**config.mk**
```make
export PLATFORM = sky130hd
export DESIGN_NAME = selective_repeat_sender_window_unit
export DESIGN_NICKNAME = d
export VERILOG_FILES = /design/src/rtl/srsw_pkg.sv /design/src/rtl/selective_repeat_sender_window_unit.sv /design/src/rtl/srsw_front.sv /design/src/rtl/srsw_queue.sv /design/src/rtl/srsw_back.sv
export SDC_FILE = /design/constraint.sdc
export NUM_CORES = 1
export LEC_CHECK = 0
export BUFFER_PORTS_ARGS = -buffer_cell sky130_fd_sc_hd__buf_2
export CAP_MARGIN = 5
export CORE_ASPECT_RATIO = 1.4
export CORE_UTILIZATION = 55
export CTS_CLUSTER_SIZE = 12
export DETAILED_ROUTE_END_ITERATION = 7
export MAX_ROUTING_LAYER = met4
export PLACE_DENSITY = 0.86
export SYNTH_ARGS = -nofsm -noshare
export SYNTH_HDL_FRONTEND = slang
export SYNTH_SLANG_ARGS = --single-unit
```
**constraint.sdc**
```tcl
create_clock -name aclk -period 5.8 [get_ports aclk]
set_input_delay 0 -clock aclk [delete_from_list [all_inputs] [get_ports aclk]]
set_output_delay 0 -clock aclk [all_outputs]
set_load 0.01 [all_outputs]
```
**src/rtl/srsw_pkg.sv**
```systemverilog
// Shared types, constants and the slot lookup table of the selective-repeat sender window.
`default_nettype none

package srsw_pkg;

    // Fixed field widths
    localparam int SEQ_W        = 8;
    localparam int IN_PAYLOAD_W = 32;
    localparam int S_TDATA_W    = 56;
    localparam int M_TDATA_W    = 56;
    localparam int CMD_W        = 2;

    // Parameter defaults
    localparam int WINDOW_DEF       = 4;
    localparam int RING_SLOTS_DEF   = 8;
    localparam int PAYLOAD_BITS_DEF = 32;

    // Command queue between front and back
    localparam int QUEUE_DEPTH = 2;

    // Slot index table entry width (enough for 128 slots)
    localparam int LUT_W   = 7;
    localparam int SEQ_NUM = 256;

    // Command codes on s_tuser
    localparam logic [CMD_W-1:0] CMD_SEND    = 2'd0;
    localparam logic [CMD_W-1:0] CMD_ACK     = 2'd1;
    localparam logic [CMD_W-1:0] CMD_TIMEOUT = 2'd2;

    typedef enum logic [1:0] {
        OP_SEND,
        OP_ACK,
        OP_TIMEOUT,
        OP_IGNORE
    } op_t;

    typedef enum logic [1:0] {
        TMR_NONE    = 2'd0,
        TMR_START   = 2'd1,
        TMR_STOP    = 2'd2,
        TMR_RESTART = 2'd3
    } timer_act_t;

    typedef enum logic [2:0] {
        ST_IDLE,
        ST_EXEC,
        ST_READ,
        ST_SLIDE,
        ST_DONE
    } back_state_t;

    typedef struct packed {
        op_t                     op;
        logic [SEQ_W-1:0]        seq;
        logic [IN_PAYLOAD_W-1:0] payload;
    } entry_t;

    typedef struct packed {
        logic                    window_full;
        logic [SEQ_W-1:0]        timer_seq;
        timer_act_t              timer_action;
        logic [IN_PAYLOAD_W-1:0] packet_payload;
        logic [SEQ_W-1:0]        packet_seq;
        logic                    packet_valid;
        logic                    accepted;
    } result_t;

    typedef logic [SEQ_NUM-1:0][LUT_W-1:0] slot_lut_t;

    // Sequence number to ring slot, built by counting so no divider is needed
    function automatic slot_lut_t build_slot_lut(input int slots);
        slot_lut_t lut;
        int        k;
        lut = '0;
        k   = 0;
        for (int i = 0; i < SEQ_NUM; i++) begin
            lut[i] = LUT_W'(k);
            k      = (k == slots - 1) ? 0 : k + 1;
        end
        return lut;
    endfunction

endpackage

`default_nettype wire

```
**src/rtl/selective_repeat_sender_window_unit.sv**
```systemverilog
// Top level of the selective-repeat sender window: front end, command queue, window back end.
//
// Input channel s_*: one command per transfer, kind on s_tuser (0 send, 1 ack,
// 2 timer expired). Result channel m_*: exactly one result transfer per input
// transfer, in order. A two-entry queue between the front end and the window
// sequencer lets input transfers be taken while the sequencer works or the
// result register waits for m_tready.
// A command passes through the queue, the execute state and the done state
// before it reaches the result register; a timeout adds a read state for the
// registered read port of the payload ring, and an ack of the window base adds
// a slide state in which the base slides one slot per cycle over the released
// slots (at most WINDOW). The sequencer handles one command at a time.
// Reset (aresetn low, synchronous) clears window base, next sequence, full flag
// and all acked bits, and empties the queue; ring payloads stay unwritten.
// While m_tready is low the result holds; once the queue fills, s_tready drops.
`default_nettype none

module selective_repeat_sender_window_unit
    import srsw_pkg::*;
#(
    parameter int WINDOW       = WINDOW_DEF,
    parameter int RING_SLOTS   = RING_SLOTS_DEF,
    parameter int PAYLOAD_BITS = PAYLOAD_BITS_DEF
) (
    input  wire logic                 aclk,
    input  wire logic                 aresetn,
    input  wire logic                 s_tvalid,
    output logic                      s_tready,
    // payload[31:0], ack_number[39:32], ack_intact[40], expired_seq[48:41], zero fill
    input  wire logic [S_TDATA_W-1:0] s_tdata,
    // command[1:0]
    input  wire logic [CMD_W-1:0]     s_tuser,
    output logic                      m_tvalid,
    input  wire logic                 m_tready,
    // accepted[0], packet_valid[1], packet_seq[9:2], packet_payload[41:10],
    // timer_action[43:42], timer_seq[51:44], window_full[52], zero fill
    output logic [M_TDATA_W-1:0]      m_tdata
);

    logic    q_push, q_pop, q_full, q_empty;
    entry_t  q_entry, q_head;
    result_t result;

    srsw_front u_front (
        .s_tvalid (s_tvalid),
        .s_tready (s_tready),
        .s_tdata  (s_tdata),
        .s_tuser  (s_tuser),
        .q_full   (q_full),
        .q_push   (q_push),
        .q_entry  (q_entry)
    );

    srsw_queue u_queue (
        .aclk       (aclk),
        .aresetn    (aresetn),
        .push       (q_push),
        .push_entry (q_entry),
        .pop        (q_pop),
        .head       (q_head),
        .full       (q_full),
        .empty      (q_empty)
    );

    srsw_back #(
        .WINDOW       (WINDOW),
        .RING_SLOTS   (RING_SLOTS),
        .PAYLOAD_BITS (PAYLOAD_BITS)
    ) u_back (
        .aclk     (aclk),
        .aresetn  (aresetn),
        .q_empty  (q_empty),
        .q_head   (q_head),
        .q_pop    (q_pop),
        .m_tready (m_tready),
        .m_tvalid (m_tvalid),
        .m_result (result)
    );

    assign m_tdata = {3'b000, result.window_full, result.timer_seq, result.timer_action,
                      result.packet_payload, result.packet_seq, result.packet_valid,
                      result.accepted};

endmodule

`default_nettype wire

```
**src/rtl/srsw_front.sv**
```systemverilog
// Front end: unpacks an incoming transfer and classifies it into a queue entry.
`default_nettype none

module srsw_front
    import srsw_pkg::*;
(
    input  wire logic                 s_tvalid,
    output logic                      s_tready,
    input  wire logic [S_TDATA_W-1:0] s_tdata,
    input  wire logic [CMD_W-1:0]     s_tuser,
    input  wire logic                 q_full,
    output logic                      q_push,
    output entry_t                    q_entry
);

    logic [IN_PAYLOAD_W-1:0] payload;
    logic [SEQ_W-1:0]        ack_number;
    logic                    ack_intact;
    logic [SEQ_W-1:0]        expired_seq;

    assign payload     = s_tdata[31:0];
    assign ack_number  = s_tdata[39:32];
    assign ack_intact  = s_tdata[40];
    assign expired_seq = s_tdata[48:41];

    assign s_tready = !q_full;
    assign q_push   = s_tvalid && !q_full;

    always_comb begin
        q_entry.payload = payload;
        q_entry.seq     = '0;
        case (s_tuser)
            CMD_SEND: begin
                q_entry.op = OP_SEND;
            end
            CMD_ACK: begin
                // corrupt acks are dropped here
                q_entry.op  = ack_intact ? OP_ACK : OP_IGNORE;
                q_entry.seq = ack_number;
            end
            CMD_TIMEOUT: begin
                q_entry.op  = OP_TIMEOUT;
                q_entry.seq = expired_seq;
            end
            default: begin
                q_entry.op = OP_IGNORE;
            end
        endcase
    end

endmodule

`default_nettype wire

```
**src/rtl/srsw_queue.sv**
```systemverilog
// Short command queue decoupling the front end from the window sequencer.
`default_nettype none

module srsw_queue
    import srsw_pkg::*;
(
    input  wire logic   aclk,
    input  wire logic   aresetn,
    input  wire logic   push,
    input  wire entry_t push_entry,
    input  wire logic   pop,
    output entry_t      head,
    output logic        full,
    output logic        empty
);

    localparam int PTR_W = $clog2(QUEUE_DEPTH);
    localparam int CNT_W = $clog2(QUEUE_DEPTH + 1);

    entry_t             store_reg [QUEUE_DEPTH];
    logic [PTR_W-1:0]   wr_ptr_reg, wr_ptr_next;
    logic [PTR_W-1:0]   rd_ptr_reg, rd_ptr_next;
    logic [CNT_W-1:0]   count_reg, count_next;
    logic               do_push, do_pop;

    assign full    = (count_reg == CNT_W'(QUEUE_DEPTH));
    assign empty   = (count_reg == '0);
    assign head    = store_reg[rd_ptr_reg];
    assign do_push = push && !full;
    assign do_pop  = pop && !empty;

    always_comb begin
        wr_ptr_next = do_push ? PTR_W'(wr_ptr_reg + 1'b1) : wr_ptr_reg;
        rd_ptr_next = do_pop  ? PTR_W'(rd_ptr_reg + 1'b1) : rd_ptr_reg;
        count_next  = count_reg;
        if (do_push && !do_pop) begin
            count_next = CNT_W'(count_reg + 1'b1);
        end else if (do_pop && !do_push) begin
            count_next = CNT_W'(count_reg - 1'b1);
        end
    end

    always_ff @(posedge aclk) begin
        if (!aresetn) begin
            wr_ptr_reg <= '0;
            rd_ptr_reg <= '0;
            count_reg  <= '0;
        end else begin
            wr_ptr_reg <= wr_ptr_next;
            rd_ptr_reg <= rd_ptr_next;
            count_reg  <= count_next;
        end
    end

    always_ff @(posedge aclk) begin
        if (do_push) begin
            store_reg[wr_ptr_reg] <= push_entry;
        end
    end

endmodule

`default_nettype wire

```
**src/rtl/srsw_back.sv**
```systemverilog
// Back end: window state, payload ring memory, base slide sequencer and result register.
`default_nettype none

module srsw_back
    import srsw_pkg::*;
#(
    parameter int WINDOW       = WINDOW_DEF,
    parameter int RING_SLOTS   = RING_SLOTS_DEF,
    parameter int PAYLOAD_BITS = PAYLOAD_BITS_DEF
) (
    input  wire logic   aclk,
    input  wire logic   aresetn,
    input  wire logic   q_empty,
    input  wire entry_t q_head,
    output logic        q_pop,
    input  wire logic   m_tready,
    output logic        m_tvalid,
    output result_t     m_result
);

    localparam int               SLOT_W   = $clog2(RING_SLOTS);
    localparam logic [SEQ_W-1:0] WIN_SEQ  = SEQ_W'(WINDOW);
    localparam slot_lut_t        SLOT_LUT = build_slot_lut(RING_SLOTS);

    back_state_t              state_reg, state_next;
    entry_t                   cur_reg, cur_next;
    result_t                  res_reg, res_next;
    result_t                  m_res_reg, m_res_next;
    logic                     m_valid_reg, m_valid_next;
    logic [SEQ_W-1:0]         base_reg, base_next;
    logic [SEQ_W-1:0]         next_seq_reg, next_seq_next;
    logic                     full_reg, full_next;
    logic [RING_SLOTS-1:0]    acked_reg, acked_next;
    logic [SEQ_W-1:0]         out_cnt_reg, out_cnt_next;
    logic [SEQ_W-1:0]         slide_cnt_reg, slide_cnt_next;

    // payload ring
    logic [PAYLOAD_BITS-1:0]  ring_mem [RING_SLOTS];
    logic [PAYLOAD_BITS-1:0]  rd_data_reg;
    logic [PAYLOAD_BITS-1:0]  wr_data;
    logic                     mem_we;
    logic [SLOT_W-1:0]        wr_slot, cur_slot, base_slot;

    logic [SEQ_W-1:0]         out_cnt, ack_dist;

    assign out_cnt   = SEQ_W'(next_seq_reg - base_reg);
    assign ack_dist  = SEQ_W'(cur_reg.seq - base_reg);
    assign wr_slot   = SLOT_LUT[next_seq_reg][SLOT_W-1:0];
    assign cur_slot  = SLOT_LUT[cur_reg.seq][SLOT_W-1:0];
    assign base_slot = SLOT_LUT[base_reg][SLOT_W-1:0];
    assign wr_data   = PAYLOAD_BITS'(cur_reg.payload);

    assign m_tvalid = m_valid_reg;
    assign m_result = m_res_reg;

    always_comb begin
        state_next     = state_reg;
        cur_next       = cur_reg;
        res_next       = res_reg;
        m_res_next     = m_res_reg;
        m_valid_next   = m_valid_reg && !m_tready;
        base_next      = base_reg;
        next_seq_next  = next_seq_reg;
        full_next      = full_reg;
        acked_next     = acked_reg;
        out_cnt_next   = out_cnt_reg;
        slide_cnt_next = slide_cnt_reg;
        q_pop          = 1'b0;
        mem_we         = 1'b0;

        case (state_reg)
            ST_IDLE: begin
                if (!q_empty) begin
                    q_pop      = 1'b1;
                    cur_next   = q_head;
                    res_next   = '0;
                    state_next = ST_EXEC;
                end
            end
            ST_EXEC: begin
                state_next = ST_DONE;
                case (cur_reg.op)
                    OP_SEND: begin
                        if (!full_reg && out_cnt < WIN_SEQ) begin
                            mem_we                  = 1'b1;
                            acked_next[wr_slot]     = 1'b0;
                            res_next.accepted       = 1'b1;
                            res_next.packet_valid   = 1'b1;
                            res_next.packet_seq     = next_seq_reg;
                            res_next.packet_payload = IN_PAYLOAD_W'(wr_data);
                            res_next.timer_action   = TMR_START;
                            res_next.timer_seq      = next_seq_reg;
                            next_seq_next           = SEQ_W'(next_seq_reg + 1'b1);
                            if (SEQ_W'(out_cnt + 1'b1) >= WIN_SEQ) begin
                                full_next = 1'b1;
                            end
                        end
                    end
                    OP_ACK: begin
                        if (ack_dist < out_cnt) begin
                            if (ack_dist == '0) begin
                                acked_next[cur_slot]  = 1'b1;
                                res_next.timer_action = TMR_STOP;
                                res_next.timer_seq    = cur_reg.seq;
                                out_cnt_next          = out_cnt;
                                slide_cnt_next        = '0;
                                state_next            = ST_SLIDE;
                            end else if (!acked_reg[cur_slot]) begin
                                acked_next[cur_slot]  = 1'b1;
                                res_next.timer_action = TMR_STOP;
                                res_next.timer_seq    = cur_reg.seq;
                            end
                        end
                    end
                    OP_TIMEOUT: begin
                        res_next.packet_valid = 1'b1;
                        res_next.packet_seq   = cur_reg.seq;
                        res_next.timer_action = TMR_RESTART;
                        res_next.timer_seq    = cur_reg.seq;
                        state_next            = ST_READ;
                    end
                    default: begin
                    end
                endcase
            end
            ST_READ: begin
                res_next.packet_payload = IN_PAYLOAD_W'(rd_data_reg);
                state_next              = ST_DONE;
            end
            ST_SLIDE: begin
                // release one acked slot per cycle, never past next_seq
                if (slide_cnt_reg < out_cnt_reg && acked_reg[base_slot]) begin
                    acked_next[base_slot] = 1'b0;
                    base_next             = SEQ_W'(base_reg + 1'b1);
                    slide_cnt_next        = SEQ_W'(slide_cnt_reg + 1'b1);
                end else begin
                    full_next  = 1'b0;
                    state_next = ST_DONE;
                end
            end
            ST_DONE: begin
                if (!m_valid_reg || m_tready) begin
                    m_res_next             = res_reg;
                    m_res_next.window_full = full_reg;
                    m_valid_next           = 1'b1;
                    state_next             = ST_IDLE;
                end
            end
            default: begin
                state_next = ST_IDLE;
            end
        endcase
    end

    always_ff @(posedge aclk) begin
        if (!aresetn) begin
            state_reg    <= ST_IDLE;
            m_valid_reg  <= 1'b0;
            base_reg     <= '0;
            next_seq_reg <= '0;
            full_reg     <= 1'b0;
            acked_reg    <= '0;
        end else begin
            state_reg    <= state_next;
            m_valid_reg  <= m_valid_next;
            base_reg     <= base_next;
            next_seq_reg <= next_seq_next;
            full_reg     <= full_next;
            acked_reg    <= acked_next;
        end
    end

    always_ff @(posedge aclk) begin
        cur_reg       <= cur_next;
        res_reg       <= res_next;
        m_res_reg     <= m_res_next;
        out_cnt_reg   <= out_cnt_next;
        slide_cnt_reg <= slide_cnt_next;
    end

    always_ff @(posedge aclk) begin
        if (mem_we) begin
            ring_mem[wr_slot] <= wr_data;
        end
        rd_data_reg <= ring_mem[cur_slot];
    end

`ifndef SYNTHESIS
    a_outstanding_bound: assert property (@(posedge aclk) disable iff (!aresetn)
        out_cnt <= WIN_SEQ)
        else $error("more packets outstanding than the window allows");

    // the flag drops only when the slide ends, so the base may move under it
    a_full_means_window: assert property (@(posedge aclk) disable iff (!aresetn)
        (full_reg && state_reg != ST_SLIDE) |-> (out_cnt == WIN_SEQ))
        else $error("full flag set with window not full");

    a_slide_bound: assert property (@(posedge aclk) disable iff (!aresetn)
        (state_reg == ST_SLIDE) |-> (slide_cnt_reg <= out_cnt_reg))
        else $error("base slid past next sequence");

    a_result_loaded: assert property (@(posedge aclk) disable iff (!aresetn)
        (state_reg == ST_DONE && (!m_valid_reg || m_tready)) |=>
            (m_valid_reg && state_reg == ST_IDLE))
        else $error("finished item did not reach the output register");
`endif

endmodule

`default_nettype wire

```
==> flow_summary.json, run 1 <==
{
  "num_rows": 86,
  "place.gp.congestion": 0.966,
  "path_clk_slew_ns": 0.07,
  "critPathKind": "flip-flop to flip-flop",
  "finalHoldViolCount": 0,
  "ys_ff_latch": 574,
  "grt_pass1_wl_um": 76000,
  "ioPinCount": 120,
  "met1_usage_pct": 29.0,
  "clk_path_buf_depth": 3,
  "rsz0062_at_grt": "no",
  "cts_hold_buf": 57,
  "drt-wirelength-per-cell_um": 24.1,
  "dieArea_um2": 40900,
  "async_flop_share_pct": 0,
  "drive_above_1_share_pct": 17.1,
  "end_kind": "flip-flop",
  "yosysWarnings": 0,
  "p_total_mw": 11.8,
  "drtIter0Drc": 1500,
  "synthCells": 1365,
  "nFillCells": 2624,
  "postRouteAntennaNets": 0,
  "drv_slew": 0,
  "vias": 13200,
  "worstMarginPinSlew_ns": 1.20,
  "antenna_found_initial": 2,
  "fin_nets": 1644,
  "root_buffer": "clkbuf_16",
  "synthFlopType": "edfxtp_1",
  "hpwl_um": 27700,
  "crit_arrival_ns": 5.22,
  "wl_um": 50900,
  "grtUsageTotal_pct": 26.0,
  "area_growth_pct": 15.4,
  "hold_ws_ns": 0.112,
  "cts_resized": 0,
  "grt_most_used_layer": "met2",
  "powerDensity_nw_per_um2": 464,
  "cts_setup_buffers": 0,
  "dr.pass1.iters": 6,
  "max_freq_ghz": 0.200,
  "clock-sinks": 574,
  "final_cell_mix": "edfxtp_1 (503), a22oi_1 (137), buf_2 (109)",
  "p_leak_nw": 8.74,
  "grt_pass1_vias": 13400,
  "cts_tree": "built",
  "dieHeight_um": 239,
  "hold_class": "primary input to flip-flop",
  "fin_crit_ns": 5.00,
  "die_x_um": 171,
  "io_buffers": 109,
  "slew_headroom_pct": 19.5,
  "multi_input_area_um2": 5190,
  "crit_required_ns": 6.02,
  "synth_area_um2": 22000,
  "fin_tns_setup_ns": 0,
  "period_share_pct": 86.2,
  "largest_register_ffs": 256,
  "clkLatencyLatePin_ns": 0.61,
  "ys_types": 75,
  "grtUsageMet3_pct": 4.30,
  "layout_commonest_cell": "edfxtp_1",
  "cts_made_buffers": 54,
  "vias_per_cell": 6.27,
  "synth_edf_count": 503,
  "drc": 0,
  "finClkSkew_ns": 0.0404,
  "htree_num_levels": 2,
  "ff_latch_area_um2": 16500,
  "grt_max_degree": 44,
  "use_met2_pct": 44.0,
  "worst_setup_path_start_kind": "flip-flop",
  "gr-total-overflow": 0,
  "finalInstanceArea_um2": 25400,
  "setup_violations": 0,
  "maxCapViolations": 0,
  "syn_area_per_cell_um2": 16.1,
  "status": "finished, final reports clean",
  "core_area_um2": 39400,
  "peakVddDrop_mv": 0.295,
  "ys_seq_area_share_pct": 75.0,
  "place_area_um2": 23200,
  "start_util_pct": 55.9,
  "cp_max_fo": 10
}
synthesized netlist by cell type, types with 17 or more instances:
cell	n	area, um^2
clkbuf_1	57	214
and2_1	19	119
a21oi_1	38	190
xnor2_1	21	184
dfxtp_1	71	1420
a22o_1	32	280
a22oi_1	137	1030
inv_1	42	158
mux2_2	42	473
nor3_1	20	100
nand2_1	30	113
nor2b_1	23	144
ha_1	38	475
o21ai_0	17	85.1
nand4_1	41	257
nor2_1	63	236
edfxtp_1	503	15100
critical path, cell delays in order (launching register included):
cell and delay, ns:
edfxtp_1 0.61, inv_1 0.24, ha_1 0.27, fa_1 0.41
nand2b_1 0.18, a211oi_1 0.28, o311ai_0 0.25, ha_1 0.27
a21o_1 0.19, a211o_1 0.27, a31oi_1 0.18, or3_1 0.15
a311oi_2 0.20, a21boi_4 0.39, nand2_1 0.12, nor2_1 0.63
power breakdown:
part / leakage, nW / switching, mW / total (mW) / internal (mW)
clock: 0.756 / 1.48 / 3.25 / 1.77
sequential: 5.20 / 0.514 / 6.16 / 5.65
combinational: 2.78 / 1.58 / 2.39 / 0.812
kinds of logic (layout without fill, tap and decap cells):
kind of cell | count (synthesis) | count (layout) | share of synthesized area, %
muxes | 53 | 53 | 2.65
adders and majority gates | 40 | 40 | 2.34
DFF | 574 | 574 | 75.0
other | 1 | 5 | 0.0170
AOI/OAI and AO/OA | 299 | 299 | 10.4
xor gates and xnor gates | 31 | 31 | 1.30
and+or+nand+nor | 256 | 256 | 6.33
buffers and inverters | 111 | 328 | 1.97
layout make-up:
| type | count | area share [%] |
|---|---|---|
| clock buffer | 93 | 5.93 |
| clock inverter | 5 | 0.350 |
| timing repair buffer | 187 | 5.01 |
| tap | 528 | 2.60 |
| antenna | 2 | 0.0197 |
| multi-input combinational | 682 | 20.4 |
| inverter | 43 | 0.635 |
| sequential | 574 | 65.0 |
through the flow:
| stage | std cells | setup WS, ns | utilization (%) |
|---|---|---|---|
| 5_1_grt | 2114 | 0.500 | 64.5 |
| 3_5_place_dp | 1957 | 0.841 | 59.0 |
| 3_3_place_gp | 1957 | 0.929 | 59.0 |
| 4_1_cts | 2112 | 0.841 | 64.5 |
| 2_1_floorplan | 1367 | 0.611 | - |
| 6_report | 2114 | 0.802 | 64.5 |
metal layers:
metal / vias to the layer above / wire [um]
met3: 200 / 4350
li1: 5716 / -
met5: - / 0
met4: 0 / 2610
met2: 877 / 26200
met1: 6453 / 17800
path summary, 6_finish.rpt:
path                            from  cells after the start  slack, ns                       end
hold / removal           s_tdata[27]                      2       0.11  u_queue.store_reg[1][27]
setup reg to reg  u_back.cur_reg[32]                     15       0.80        u_back.res_reg[50]
setup / recovery  u_back.cur_reg[32]                     15       0.80        u_back.res_reg[50]
hold reg to reg    u_back.res_reg[4]                      0       0.41        u_back.m_result[4]
No activity file was read; power rests on OpenSTA's default activity.
==> inputs of run 2 (changes only) <==
--- a/config.mk
+++ b/config.mk
@@ -8,6 +8,7 @@
 export BUFFER_PORTS_ARGS = -buffer_cell sky130_fd_sc_hd__buf_2
 export CAP_MARGIN = 5
 export CORE_ASPECT_RATIO = 1.4
+export CORE_MARGIN = 8
 export CORE_UTILIZATION = 55
 export CTS_CLUSTER_SIZE = 12
 export DETAILED_ROUTE_END_ITERATION = 7
==> run 2 against run 1 <==
  * Hold slack got worse by 0.010 ns
  * Sequential cell count unchanged
  * Clock-buffer cell count shrank 7
  * Worst setup slack worse by 0.0033 ns
  * Non-clock buffer count shrank 1
  * Critical endpoint is now u_back.res_reg[47]
  * Combinational power down 3%
  * First-iteration DRC count shrank 2.3%
  * Largest cell class unchanged
  * Final area about the same
  * Via count shrank 1.6%
  * Sequential share of layout area about the same
  * Utilization shrank 0.22 points
==> flow_summary.json, run 2 (synthesized netlist as in run 1, its figures left out) <==
{
  "die_x_um": 185,
  "reg2reg_setup_slack_ns": 0.80,
  "clk_path_buf_depth": 3,
  "dieHeight_um": 253,
  "grtUsageTotal_pct": 21.9,
  "worstMarginPinSlew_ns": 1.17,
  "r2r_start": "u_back.cur_reg[32]",
  "grt_pass1_vias": 13400,
  "setup_violations": 0,
  "slew_headroom_pct": 22.2,
  "num_rows": 86,
  "finClkSkew_ns": 0.0421,
  "postRouteAntennaNets": 0,
  "core_area_um2": 39500,
  "dr.pass1.iters": 5,
  "layout_commonest_cell": "edfxtp_1",
  "p_leak_nw": 8.74,
  "drtIter0Drc": 1465,
  "powerDensity_nw_per_um2": 463,
  "start_util_pct": 55.8,
  "crit_required_ns": 6.01,
  "n_antenna_cell": 0,
  "final_cell_mix": "edfxtp_1 (503), a22oi_1 (137), buf_2 (109)",
  "end_kind": "flip-flop",
  "peakVddDrop_mv": 0.313,
  "fin_tns_setup_ns": 0,
  "reg2reg_depth": 15,
  "hpwl_um": 28300,
  "antenna_found_initial": 0,
  "drt-wirelength-per-cell_um": 23.8,
  "crit_arrival_ns": 5.22,
  "finalInstanceArea_um2": 25400,
  "clock-sinks": 574,
  "worst_setup_path_start_kind": "flip-flop",
  "grt_max_degree": 44,
  "place_area_um2": 23200,
  "p_total_mw": 11.7,
  "period_share_pct": 86.2,
  "grt_pass1_wl_um": 75900,
  "ioPinCount": 120,
  "status": "finished, final reports clean",
  "maxCapViolations": 0,
  "rsz0062_at_grt": "no",
  "hold_class": "primary input to flip-flop",
  "dieArea_um2": 46800,
  "drc": 0,
  "vias": 13000,
  "drv_slew": 0,
  "drive_above_1_share_pct": 17.0,
  "cts_made_buffers": 54,
  "clkLatencyLatePin_ns": 0.61,
  "place.gp.congestion": 0.953,
  "cp-endpoint": "u_back.res_reg[47]",
  "fin_nets": 1643,
  "critical_path.startpoint": "u_back.cur_reg[32]",
  "gr-total-overflow": 0,
  "wl_um": 50100,
  "path_clk_slew_ns": 0.06,
  "cts_tree": "built",
  "root_buffer": "clkbuf_16",
  "critPathKind": "flip-flop to flip-flop",
  "cp_max_fo": 10,
  "io_buffers": 109,
  "finalHoldViolCount": 0,
  "vias_per_cell": 6.19,
  "rr_endpoint": "u_back.res_reg[47]",
  "area_growth_pct": 15.3,
  "fin_crit_ns": 5.00,
  "htree_num_levels": 2,
  "max_freq_ghz": 0.200,
  "largest_register_ffs": 256
}
-- run 2: metrics by stage --
step | hold slack (ns) | setup WS (ns) | util [%] | instances
after floorplan | 0.0989 | 0.611 | - | 1367
after global placement | 0.187 | 0.919 | 58.8 | 1956
after detailed placement | 0.191 | 0.794 | 58.8 | 1956
after CTS | 0.0786 | 0.777 | 64.3 | 2106
after global routing | 0.101 | 0.457 | 64.3 | 2106
final | 0.102 | 0.798 | 64.3 | 2106
-- run 2: area by class of cell --
class / instances / area [um^2]
well taps: 528 / 661
multi-input cells: 682 / 5190
clock inverters: 7 / 119
clock buffers: 86 / 1470
inverters: 43 / 161
fillers: 2563 / 14100
repair buffers: 186 / 1270
flip-flops and latches: 574 / 16500
-- run 2: report_power, final --
part | total [mW] | switching, mW | internal (mW) | leakage [nW]
clock | 3.21 | 1.43 | 1.78 | 0.754
sequential | 6.22 | 0.568 | 5.65 | 5.20
combinational | 2.32 | 1.51 | 0.809 | 2.78
total | 11.7 | 3.51 | 8.24 | 8.74
-- run 2: critical path, cell delays in order, from the launching register on --
cell      delay [ns]
edfxtp_1        0.62
inv_1           0.25
ha_1            0.27
fa_1            0.40
nand2b_1        0.18
a211oi_1        0.27
o311ai_0        0.23
ha_1            0.26
a21o_1          0.19
a211o_1         0.26
a31oi_1         0.18
or3_1           0.16
a311oi_2        0.20
a21boi_4        0.39
nand2_1         0.10
nor2_1          0.66
-- run 2: per-layer routing --
metal	GRT usage [%]	part of all wire (%)	routed length, um
met5	-	0	0
met4	12.0	5.5	2740
met3	3.11	8.6	4320
met2	37.1	51	25400
met1	24.9	35	17600
-- run 2: worst min path at each step --
| stage | start | end | slack [ns] | depth (start not counted) |
|---|---|---|---|---|
| 3_3_place_gp | s_tdata[12] | u_queue.store_reg[0][12] | 0.19 | 1 |
| 4_1_cts | s_tdata[28] | u_queue.store_reg[1][28] | 0.08 | 2 |
| 2_1_floorplan | s_tdata[0] | u_queue.store_reg[0][0] | 0.1 | 0 |
| 5_1_grt | s_tdata[8] | u_queue.store_reg[0][8] | 0.10 | 2 |
| 6_report | s_tdata[14] | u_queue.store_reg[0][14] | 0.10 | 2 |
| 3_5_place_dp | s_tdata[10] | u_queue.store_reg[1][10] | 0.19 | 1 |
-- run 2: timing repair --
item | in CTS | in global routing
hold buffers | 57 | 0
hold endpoints to repair | 111 | 0
gates resized for setup | 0 | 0
setup buffers | 0 | 0
